## src/design/gpb_pkg.sv

```systemverilog
// ----------------------------------------------------------------------------
// gpb_pkg
// shared constants, types and helpers of the gradient palette builder
// ----------------------------------------------------------------------------
package gpb_pkg;

  // table geometry
  localparam int TABLE_SIZE = 256;
  localparam int TBL_AW     = $clog2(TABLE_SIZE);
  localparam int FILL_W     = $clog2(TABLE_SIZE + 1);

  // stop position and derived index
  localparam int POS_W   = 17;
  localparam int FRAC_W  = 16;
  localparam int PROD_W  = POS_W + $clog2(TABLE_SIZE + 1);
  localparam int IDX_W   = PROD_W - FRAC_W;
  localparam int SUM_W   = ((FILL_W > IDX_W) ? FILL_W : IDX_W) + 1;

  // colour and interpolation arithmetic
  localparam int BYTE_W   = 8;
  localparam int COLOUR_W = 3 * BYTE_W;
  localparam int QUO_W    = BYTE_W + FRAC_W;
  localparam int INC_W    = QUO_W + 1;
  localparam int ACC_W    = QUO_W + 2;
  localparam int CNT_W    = $clog2(QUO_W + 1);

  // channel counter
  localparam logic [1:0] CH_FIRST = 2'd0;
  localparam logic [1:0] CH_LAST  = 2'd2;

  typedef enum logic [1:0] {
    FUNC_BEGIN  = 2'd0,
    FUNC_APPEND = 2'd1,
    FUNC_READ   = 2'd2,
    FUNC_NONE   = 2'd3
  } func_t;

  typedef enum logic [2:0] {
    ST_IDLE,
    ST_DIV_START,
    ST_DIV_WAIT,
    ST_FILL,
    ST_READ
  } state_t;

  typedef struct packed {
    logic                en;
    logic [TBL_AW-1:0]   addr;
    logic [COLOUR_W-1:0] data;
  } tbl_wr_t;

  function automatic logic [IDX_W-1:0] pos_to_index(input logic [POS_W-1:0] pos);
    logic [PROD_W-1:0] prod;
    prod = PROD_W'(pos) * PROD_W'(TABLE_SIZE);
    return prod[PROD_W-1:FRAC_W];
  endfunction

  function automatic logic [BYTE_W-1:0] chan_byte(input logic [COLOUR_W-1:0] colour,
                                                  input logic [1:0] ch);
    logic [BYTE_W-1:0] b;
    case (ch)
      2'd0:    b = colour[3*BYTE_W-1:2*BYTE_W];
      2'd1:    b = colour[2*BYTE_W-1:BYTE_W];
      default: b = colour[BYTE_W-1:0];
    endcase
    return b;
  endfunction

  // integer part of a signed q10.16 accumulator, clamped to a byte
  function automatic logic [BYTE_W-1:0] acc_to_byte(input logic signed [ACC_W-1:0] acc);
    logic [BYTE_W-1:0] b;
    if (acc[ACC_W-1]) begin
      b = '0;
    end else if (acc[ACC_W-2:QUO_W] != '0) begin
      b = '1;
    end else begin
      b = acc[QUO_W-1:FRAC_W];
    end
    return b;
  endfunction

endpackage

```

## src/design/gpb_divider.sv

```systemverilog
// ----------------------------------------------------------------------------
// gpb_divider
// restoring unsigned divider, one quotient bit per cycle
// ----------------------------------------------------------------------------
module gpb_divider (
  input  logic                       clk,
  input  logic                       rst,
  input  logic                       start,
  input  logic [gpb_pkg::QUO_W-1:0]  dividend,
  input  logic [gpb_pkg::IDX_W-1:0]  divisor,
  output logic                       done,
  output logic [gpb_pkg::QUO_W-1:0]  quotient
);
  import gpb_pkg::*;

  logic               busy;
  logic [CNT_W-1:0]   cnt;
  logic [IDX_W-1:0]   rem;
  logic [QUO_W-1:0]   quo;
  logic [IDX_W:0]     shifted;
  logic [IDX_W+1:0]   trial;

  assign shifted  = {rem, quo[QUO_W-1]};
  assign trial    = {1'b0, shifted} - {2'b00, divisor};
  assign quotient = quo;

  always_ff @(posedge clk) begin
    if (rst) begin
      busy <= 1'b0;
      done <= 1'b0;
      cnt  <= '0;
    end else begin
      done <= busy && (cnt == CNT_W'(1));
      if (start) begin
        busy <= 1'b1;
        cnt  <= CNT_W'(QUO_W);
      end else if (busy) begin
        cnt <= cnt - CNT_W'(1);
        if (cnt == CNT_W'(1)) begin
          busy <= 1'b0;
        end
      end
    end
  end

  always_ff @(posedge clk) begin
    if (start) begin
      rem <= '0;
      quo <= dividend;
    end else if (busy) begin
      if (!trial[IDX_W+1]) begin
        rem <= trial[IDX_W-1:0];
        quo <= {quo[QUO_W-2:0], 1'b1};
      end else begin
        rem <= shifted[IDX_W-1:0];
        quo <= {quo[QUO_W-2:0], 1'b0};
      end
    end
  end

endmodule

```

## config.mk

```make
export PLATFORM = sky130hd
export DESIGN_NAME = gpb_divider
export DESIGN_NICKNAME = d
export VERILOG_FILES = /design/src/design/gpb_pkg.sv /design/src/design/gpb_divider.sv
export SDC_FILE = /design/constraint.sdc
export NUM_CORES = 1
export LEC_CHECK = 0
export ABC_AREA = 1
export BUFFER_PORTS_ARGS = -buffer_cell sky130_fd_sc_hd__buf_2
export CELL_PAD_IN_SITES_DETAIL_PLACEMENT = 1
export CELL_PAD_IN_SITES_GLOBAL_PLACEMENT = 2
export CORE_UTILIZATION = 31
export CTS_CLUSTER_SIZE = 16
export DETAILED_ROUTE_END_ITERATION = 8
export PLACE_DENSITY_LB_ADDON = 0.1
export SKIP_CTS_REPAIR_TIMING = 1
export SYNTH_ARGS = -nofsm -noshare
export SYNTH_HDL_FRONTEND = slang
export SYNTH_SLANG_ARGS = --single-unit
```

## constraint.sdc

```tcl
create_clock -name clk -period 3.47 [get_ports clk]
set_input_delay 0.1735 -clock clk [delete_from_list [all_inputs] [get_ports clk]]
set_output_delay 0.1735 -clock clk [all_outputs]
set_load 0.02 [all_outputs]
```

Word level (Yosys, flattened, before mapping)
Index checks and enable logic that the tools add are counted.
W data, S select, Z words.
{"block": "word_totals", "register_bits": 41, "input_bits": 37, "output_inout_bits": 25, "elab_cells": 21}
{"block": "op_classes", "n_addsub": 2, "eq_ne": 1, "muxes": 9, "n_reduce_logical": 3}
{"operator": "$mux W24", "count": 2}
{"operator": "$sub A11 B10 Y12", "count": 1}
{"operator": "$mux W10", "count": 1}
{"operator": "$mux W5", "count": 2}
{"operator": "$eq A5 B1 Y1 const B", "count": 1}
{"operator": "$sub A5 B1 Y5 const B", "count": 1}
{"operator": "$mux W1", "count": 4}
{"operator": "$reduce_bool A2 Y1", "count": 1}
{"operator": "$reduce_or A2 Y1", "count": 1}
{"operator": "$logic_and A1 B1 Y1", "count": 1}

Depth between registers and ports, before layout
Gate-level depths: netlist (run 1).
{"block": "logic_depth", "depth_word": 4, "ltp_mapped": 12}

Worst setup path after synthesis (run 1)
No wires, ideal clock.
{"block": "synth_path", "path_kind": "flip-flop to flip-flop", "from": "register quo[23] (netlist: quotient[23])", "to": "register rem[6]", "setup_time_ns": 0.112, "arrival_time_ns": 1.676, "required_ns": 3.358, "slack_ns": 1.682, "stages_incl_launch_ff": 13, "path_buffers": 0, "period_less_slack_ns": 1.788, "cell_sequence": "edfxtp_1 inv_1 ha_1 inv_1 fa_1 nand3_1 nand2_1 nand3_1 nand2_1 nand2_1 nand3_2 nand2_1 nand2_1"}
{"block": "synth_via", "elab_chain_len": 2}
{"item": "start, declared", "line_no": "gpb_divider.sv:19", "source": "logic [QUO_W-1:0] quo;"}
{"item": "start signal, assigned", "line_no": "gpb_divider.sv:49", "source": "quo <= dividend;"}
{"item": "start signal, assigned", "line_no": "gpb_divider.sv:53", "source": "quo <= {quo[QUO_W-2:0], 1'b1};"}
{"item": "start signal, assigned", "line_no": "gpb_divider.sv:56", "source": "quo <= {quo[QUO_W-2:0], 1'b0};"}
{"item": "$sub A11 B10 Y12", "line_no": "gpb_divider.sv:24", "source": "assign trial = {1'b0, shifted} - {2'b00, divisor};"}
{"item": "$mux W10", "line_no": "gpb_divider.sv:51", "source": "if (!trial[IDX_W+1]) begin"}
{"item": "end signal, assigned", "line_no": "gpb_divider.sv:52", "source": "rem <= trial[IDX_W-1:0];"}
{"item": "end signal, assigned", "line_no": "gpb_divider.sv:55", "source": "rem <= shifted[IDX_W-1:0];"}
{"item": "end, declared", "line_no": "gpb_divider.sv:18", "source": "logic [IDX_W-1:0] rem;"}
Every way passes these cells.
A chain may end at the register's enable or synchronous reset.

Worst setup path after layout (run 1)
{"block": "layout_path", "from": "register quo[23] (netlist: quotient[23])", "to": "register rem[8]"}
The elaborated chain is that of the path after synthesis.

==> flow_metrics.tcl, run 1 <==
set metrics [dict create \
    status "completed" \
    routed_wl_um 5900 \
    drive_above_1_share 0.228 \
    syn_nets 370 \
    postRouteAntennaNets 0 \
    worstPathArrival_ns 2.08 \
    clk_pin_slew_ns 0.09 \
    hp-start "rst" \
    clock-skew-final_ns 0.00922 \
    timing.max_cap.violations 0 \
    tritoncts "built" \
    yosys_register_bits 41 \
    yosys_warnings 0 \
    area_growth_pct 20.6 \
    rows 31 \
    yosys.cell_count.top_type "nand2_1" \
    initial_utilization 0.324 \
    synth_top_area_frac 0.302 \
    drc 0 \
    grt_max_degree 29 \
    hold_path_depth 2 \
    grt_pass1_wl_um 10300 \
    async_flop_share 0 \
    die_y_um 89.8 \
    globalRouteOverflowTotal 0 \
    finalHoldViolations 0 \
    cts_buffers 5 \
    rsz0062_at_grt "false" \
    track_usage 0.157 \
    required_ns 3.66 \
    gr-usage-met1 0.198 \
    yosysSeqAreaShare 0.444 \
    r2r_slack_ns 1.58 \
    cts_num_sinks 41 \
    power.leakage_nw 1.49 \
    syn_inst 320 \
    dp.final_hpwl_um 4490 \
    synth_edf_count 24 \
    post-route-util 0.391 \
    cts_max_path_buffers 2 \
    ir_drop_mv 0.263 \
    start_kind "register" \
    crit_type "reg2reg" \
    fill_cells 959 \
    use_met3 0.0355 \
    nNetsFinal 431 \
    final.setup.tns_ns 0 \
    end_kind "register" \
    clk_latency_ns 0.30 \
    drt-pass1-iter-count 4 \
    io_buffers 61 \
    r2r_end "rem[8]" \
    regToRegStartpoint "quotient[23]" \
    vias 2145 \
    via_per_inst 4.47 \
    tightest_slew_ns 0.936 \
    grt_pass1_vias 2207 \
    dieArea_um2 8060 \
    wl_per_cell_um 12.3 \
    synth_top_area_cell "edfxtp_1" \
    slew_violations 0 \
    die_w_um 89.8 \
    reg2regPathDepth 12 \
    synthFlopType "edfxtp_1" \
    htree_levels 2 \
    antenna_found_initial 0 \
    synth_top_cells_by_count "nand2_1 (143), inv_1 (35), nor2_1 (26), edfxtp_1 (24), dfxtp_1 (17)" \
    power_density_nw_per_um2 410 \
    crit_fanout 4 \
    routabilityCongestion 0.750 \
    finalCritPeriodShare 0.544 \
    synthTopCellsByArea "edfxtp_1 (30%), nand2_1 (22%), dfxtp_1 (14%)" \
    root_buffer "clkbuf_8" \
    fmax_mhz 530 \
    core_um2 7370 \
    min_to "cnt[4]" \
    drt_iter0_drc 61 \
    setup_viol 0 \
    grt.busiest_layer "met2" \
    slew_headroom 0.376 \
    antenna_cells 0 \
    synth.distinct_cells 30 \
    syn_avg_cell_area_um2 7.47 \
    pin_count 62 \
    hold_class "in2reg" \
    grtUsageMet2 0.269 \
    syn-cell-area_um2 2390 \
    fin_crit_ns 1.89 \
]
## cell type report
type	instances	area, um^2	area share
repair buffers	62	313	0.109
flip-flops and latches	41	1060	0.368
clock inverters	2	35.0	0.0122
multi-input cells	230	1130	0.391
well taps	99	124	0.0430
inverters	41	154	0.0534
clock buffers	5	68.8	0.0239
## how the worst max path moves through the flow
stage / startpoint / endpoint / slack (ns) / cells after the start
2_1_floorplan: quotient[23] / rem[6] / 1.68 / 12
3_3_place_gp: start / quotient[0] / 1.49 / 4
3_5_place_dp: start / quotient[21] / 1.45 / 4
4_1_cts: quotient[23] / rem[8] / 1.53 / 12
5_1_grt: quotient[23] / rem[8] / 1.37 / 12
6_report: quotient[23] / rem[8] / 1.58 / 12
## cells in the final DEF (no fill, tap or decap), types with 5 or more instances in the layout
| cell type | n |
|---|---|
| nor2_1 | 26 |
| dfxtp_1 | 17 |
| buf_2 | 61 |
| nand2_1 | 143 |
| edfxtp_1 | 24 |
| ha_1 | 12 |
| inv_1 | 35 |
| nand2_2 | 5 |
| clkbuf_8 | 5 |
| nand3_1 | 14 |
| nand3_2 | 5 |
## per-stage QoR
stage	worst slack [ns]	cells	hold slack, ns	total power, mW	area, um^2
global route	1.37	480	0.0849	1.24	2880
detailed placement	1.45	473	0.398	0.816	2780
CTS	1.53	480	0.0779	1.20	2880
floorplan	1.68	320	0.243	0.735	2390
global placement	1.49	473	0.394	0.813	2780
finish	1.58	480	0.0837	1.18	2880
## flip-flops by register name (all words and copies together), names as in the netlist
name / flops
busy: 1
quotient: 24
rem: 10
done: 1
cnt: 5
## per-layer routing
| layer | wire [um] | vias up |
|---|---|---|
| met1 | 2750 | 982 |
| li1 | - | 1119 |
| met2 | 2880 | 37 |
| met4 | 61 | 0 |
| met3 | 219 | 7 |
| met5 | 0 | - |
## worst max-delay path, stage by stage, from the launching register on
cell,delay (ns)
edfxtp_1,0.38
inv_1,0.09
ha_1,0.14
inv_1,0.09
fa_1,0.42
nand3_1,0.10
nand2_1,0.12
nand2_1,0.12
nand2_1,0.06
nand2_1,0.07
nand3_2,0.06
nand2_1,0.08
nand2_1,0.04
## kinds of logic after synthesis
family,after synthesis,synth area share
compound gates,11,0.0288
xor+xnor,4,0.0147
fa+ha+maj,13,0.0712
buf+inv,49,0.0848
flops,41,0.444
simple gates,202,0.357
## power breakdown
group	internal (mW)	total [mW]	switching [mW]
registers	0.560	0.584	0.0236
logic	0.0768	0.216	0.139
clock network	0.209	0.382	0.172
total	0.846	1.18	0.335
Power figures use the tool's default switching activity.
==> run 2, diff against run 1 <==
--- a/config.mk
+++ b/config.mk
@@ -5,11 +5,11 @@
 export SDC_FILE = /design/constraint.sdc
 export NUM_CORES = 1
 export LEC_CHECK = 0
-export ABC_AREA = 1
+export ABC_AREA = 0
 export BUFFER_PORTS_ARGS = -buffer_cell sky130_fd_sc_hd__buf_2
 export CELL_PAD_IN_SITES_DETAIL_PLACEMENT = 1
 export CELL_PAD_IN_SITES_GLOBAL_PLACEMENT = 2
-export CORE_UTILIZATION = 31
+export CORE_UTILIZATION = 30
 export CTS_CLUSTER_SIZE = 16
 export DETAILED_ROUTE_END_ITERATION = 8
 export PLACE_DENSITY_LB_ADDON = 0.1
==> constraint.sdc (replaced) <==
create_clock -name clk -period 1.55 [get_ports clk]
set_input_delay 0.0775 -clock clk [delete_from_list [all_inputs] [get_ports clk]]
set_output_delay 0.0775 -clock clk [all_outputs]
set_load 0.02 [all_outputs]
==> flow_metrics.tcl, run 2 <==
set metrics [dict create \
    antenna_found_initial 0 \
    crit_fanout 3 \
    syn_nets 249 \
    clk_pin_slew_ns 0.09 \
    path_common_cell "inv_2" \
    routabilityCongestion 0.743 \
    area_growth_pct 47.4 \
    rsz0062_at_grt "true" \
    place_area_um2 3030 \
    io_buffers 61 \
    rows 31 \
    core_um2 7290 \
    grt_max_degree 25 \
    met2WireLength_um 2940 \
    root_buffer "clkbuf_8" \
    syn-cell-area_um2 2280 \
    fmax_mhz 501 \
    yosys_register_bits 41 \
    synth.distinct_cells 48 \
    timing.max_cap.violations 0 \
    slowest_stage "edfxtp_1" \
    end_kind "register" \
    clk_latency_ns 0.29 \
    synth_top_area_cell "edfxtp_1" \
    drt-pass1-iter-count 4 \
    nNetsFinal 359 \
    slew_headroom 0.694 \
    die_w_um 89.2 \
    status "finished with violations" \
    wl_per_cell_um 15.0 \
    hold_class "in2reg" \
    setup_viol 11 \
    clock-skew-final_ns 0.00304 \
    drt-met1-wl_um 2810 \
    antenna_cells 0 \
    grt_pass1_wl_um 9240 \
    drc 0 \
    vias 1920 \
    synth_top_area_frac 0.316 \
    required_ns 1.77 \
    htree_levels 2 \
    dieArea_um2 7960 \
    async_flop_share 0 \
    fin_crit_ns 1.99 \
    finalHoldViolations 0 \
    final_cell_mix "buf_2 (61), buf_4 (44), mux2_2 (24), edfxtp_1 (24), nor2_1 (14)" \
    highest_layer "met4" \
    yosys_warnings 0 \
    ir_drop_mv 0.321 \
    finalCritPeriodShare 1.29 \
    power.leakage_nw 1.44 \
    routed_wl_um 6130 \
    setup_ws_ns -0.445 \
    met3WireLength_um 307 \
    synthFlopType "edfxtp_1" \
    start_kind "register" \
    tightest_slew_ns 0.458 \
    synth_edf_count 24 \
    initial_utilization 0.313 \
    violations "setup timing" \
    worstPathArrival_ns 2.21 \
    globalRouteOverflowTotal 0 \
    final_common_cell "buf_2" \
    slowest_delay_ns 0.41 \
    design_area_um2 3360 \
    die_y_um 89.2 \
    tritoncts "built" \
    slew_violations 0 \
    drt_iter0_drc 39 \
    final.setup.tns_ns -2.66 \
    crit_chain "inv_2, ha_4, inv_2, fa_2, a21o_4, a221oi_2, o21bai_1, xnor2_1, o31ai_1" \
    drive_above_1_share 0.606 \
    syn_inst 199 \
    via_per_inst 4.69 \
    postRouteAntennaNets 0 \
    dp_cells 395 \
    cts_num_sinks 41 \
    synth_top_cells_by_count "edfxtp_1 (24), mux2_2 (24), dfxtp_1 (17), inv_1 (14), nor2_1 (14)" \
    preCtsSetupSlack_ns -0.521 \
    syn_avg_cell_area_um2 11.5 \
    cts_buffers 5 \
    cts_max_path_buffers 2 \
    cp_top_family "compound AO/OA/AOI/OAI gates" \
    path_buf_inv 2 \
    pin_count 62 \
    fin_cells 409 \
    power.total_mw 2.84 \
    yosysSeqAreaShare 0.465 \
    crit_type "reg2reg" \
    track_usage 0.155 \
    dp.final_hpwl_um 4620 \
    power_density_nw_per_um2 846 \
    largest_reg_flops 24 \
    synthTopCellsByArea "edfxtp_1 (32%), dfxtp_1 (15%), mux2_2 (12%)" \
    grt_pass1_vias 1870 \
]
==> run 2: changes by cell type after synthesis, moves of 5 or more <==
cell	previous run	this run
nand2_1	143	11
mux2_2	0	24
inv_1	35	14
nor2_1	26	14
nand3_1	14	4
xor2_1	1	7
nand3_2	5	0
==> run 2: area by class of cell <==
type / instances / area, um^2
Sequential cell: 41 / 1070
Multi-Input combinational cell: 137 / 1330
Fill cell: 836 / 3930
Inverter: 14 / 52.6
Tap cell: 99 / 124
Timing Repair Buffer: 110 / 701
Clock buffer: 5 / 68.8
Clock inverter: 3 / 17.5
==> run 2: per-stage QoR <==
step / util / hold WS, ns
2_1_floorplan: - / 0.150
3_3_place_gp: 0.416 / 0.358
3_5_place_dp: 0.416 / 0.360
4_1_cts: 0.427 / 0.0373
5_1_grt: 0.461 / 0.0384
6_report: 0.461 / 0.0407
==> run 2: power by group <==
part | leakage, nW | switching [mW] | internal, mW | total [mW]
Clock | 0.0439 | 0.403 | 0.312 | 0.715
Sequential | 0.384 | 0.0539 | 1.26 | 1.32
Combinational | 1.01 | 0.405 | 0.405 | 0.810
==> run 2: final timing paths <==
kind           startpoint  slack [ns]  cells past startpoint      to
max reg2reg  quotient[23]       -0.44                      9  rem[8]
min                   rst        0.04                      2  cnt[4]
min reg2reg        cnt[1]        0.52                      2  cnt[1]
max          quotient[23]       -0.44                      9  rem[8]
==> run 2: logic make-up after synthesis <==
logic type               Yosys count  share of synthesized area
AND/OR/NAND/NOR                   48                      0.112
AO/OA/AOI/OAI                     41                      0.151
flip-flops                        41                      0.465
multiplexers                      24                      0.118
buffers and inverters             21                     0.0362
adder cells (fa/ha/maj)           13                     0.0746
XOR/XNOR                          11                     0.0422
==> run 2: layer usage <==
layer / vias up / global-route usage
met4: 0 / 0.0476
met5: - / 0
met3: 7 / 0.0295
met2: 51 / 0.254
li1: 952 / -
met1: 910 / 0.206
==> run 2: worst reg2reg max path: cells and delay by family, from the launching register on <==
kind	cells	cell delay, ns
compound gates	4	0.76
fa+ha+maj	2	0.48
flops	1	0.41
buf+inv	2	0.14
xor+xnor	1	0.13
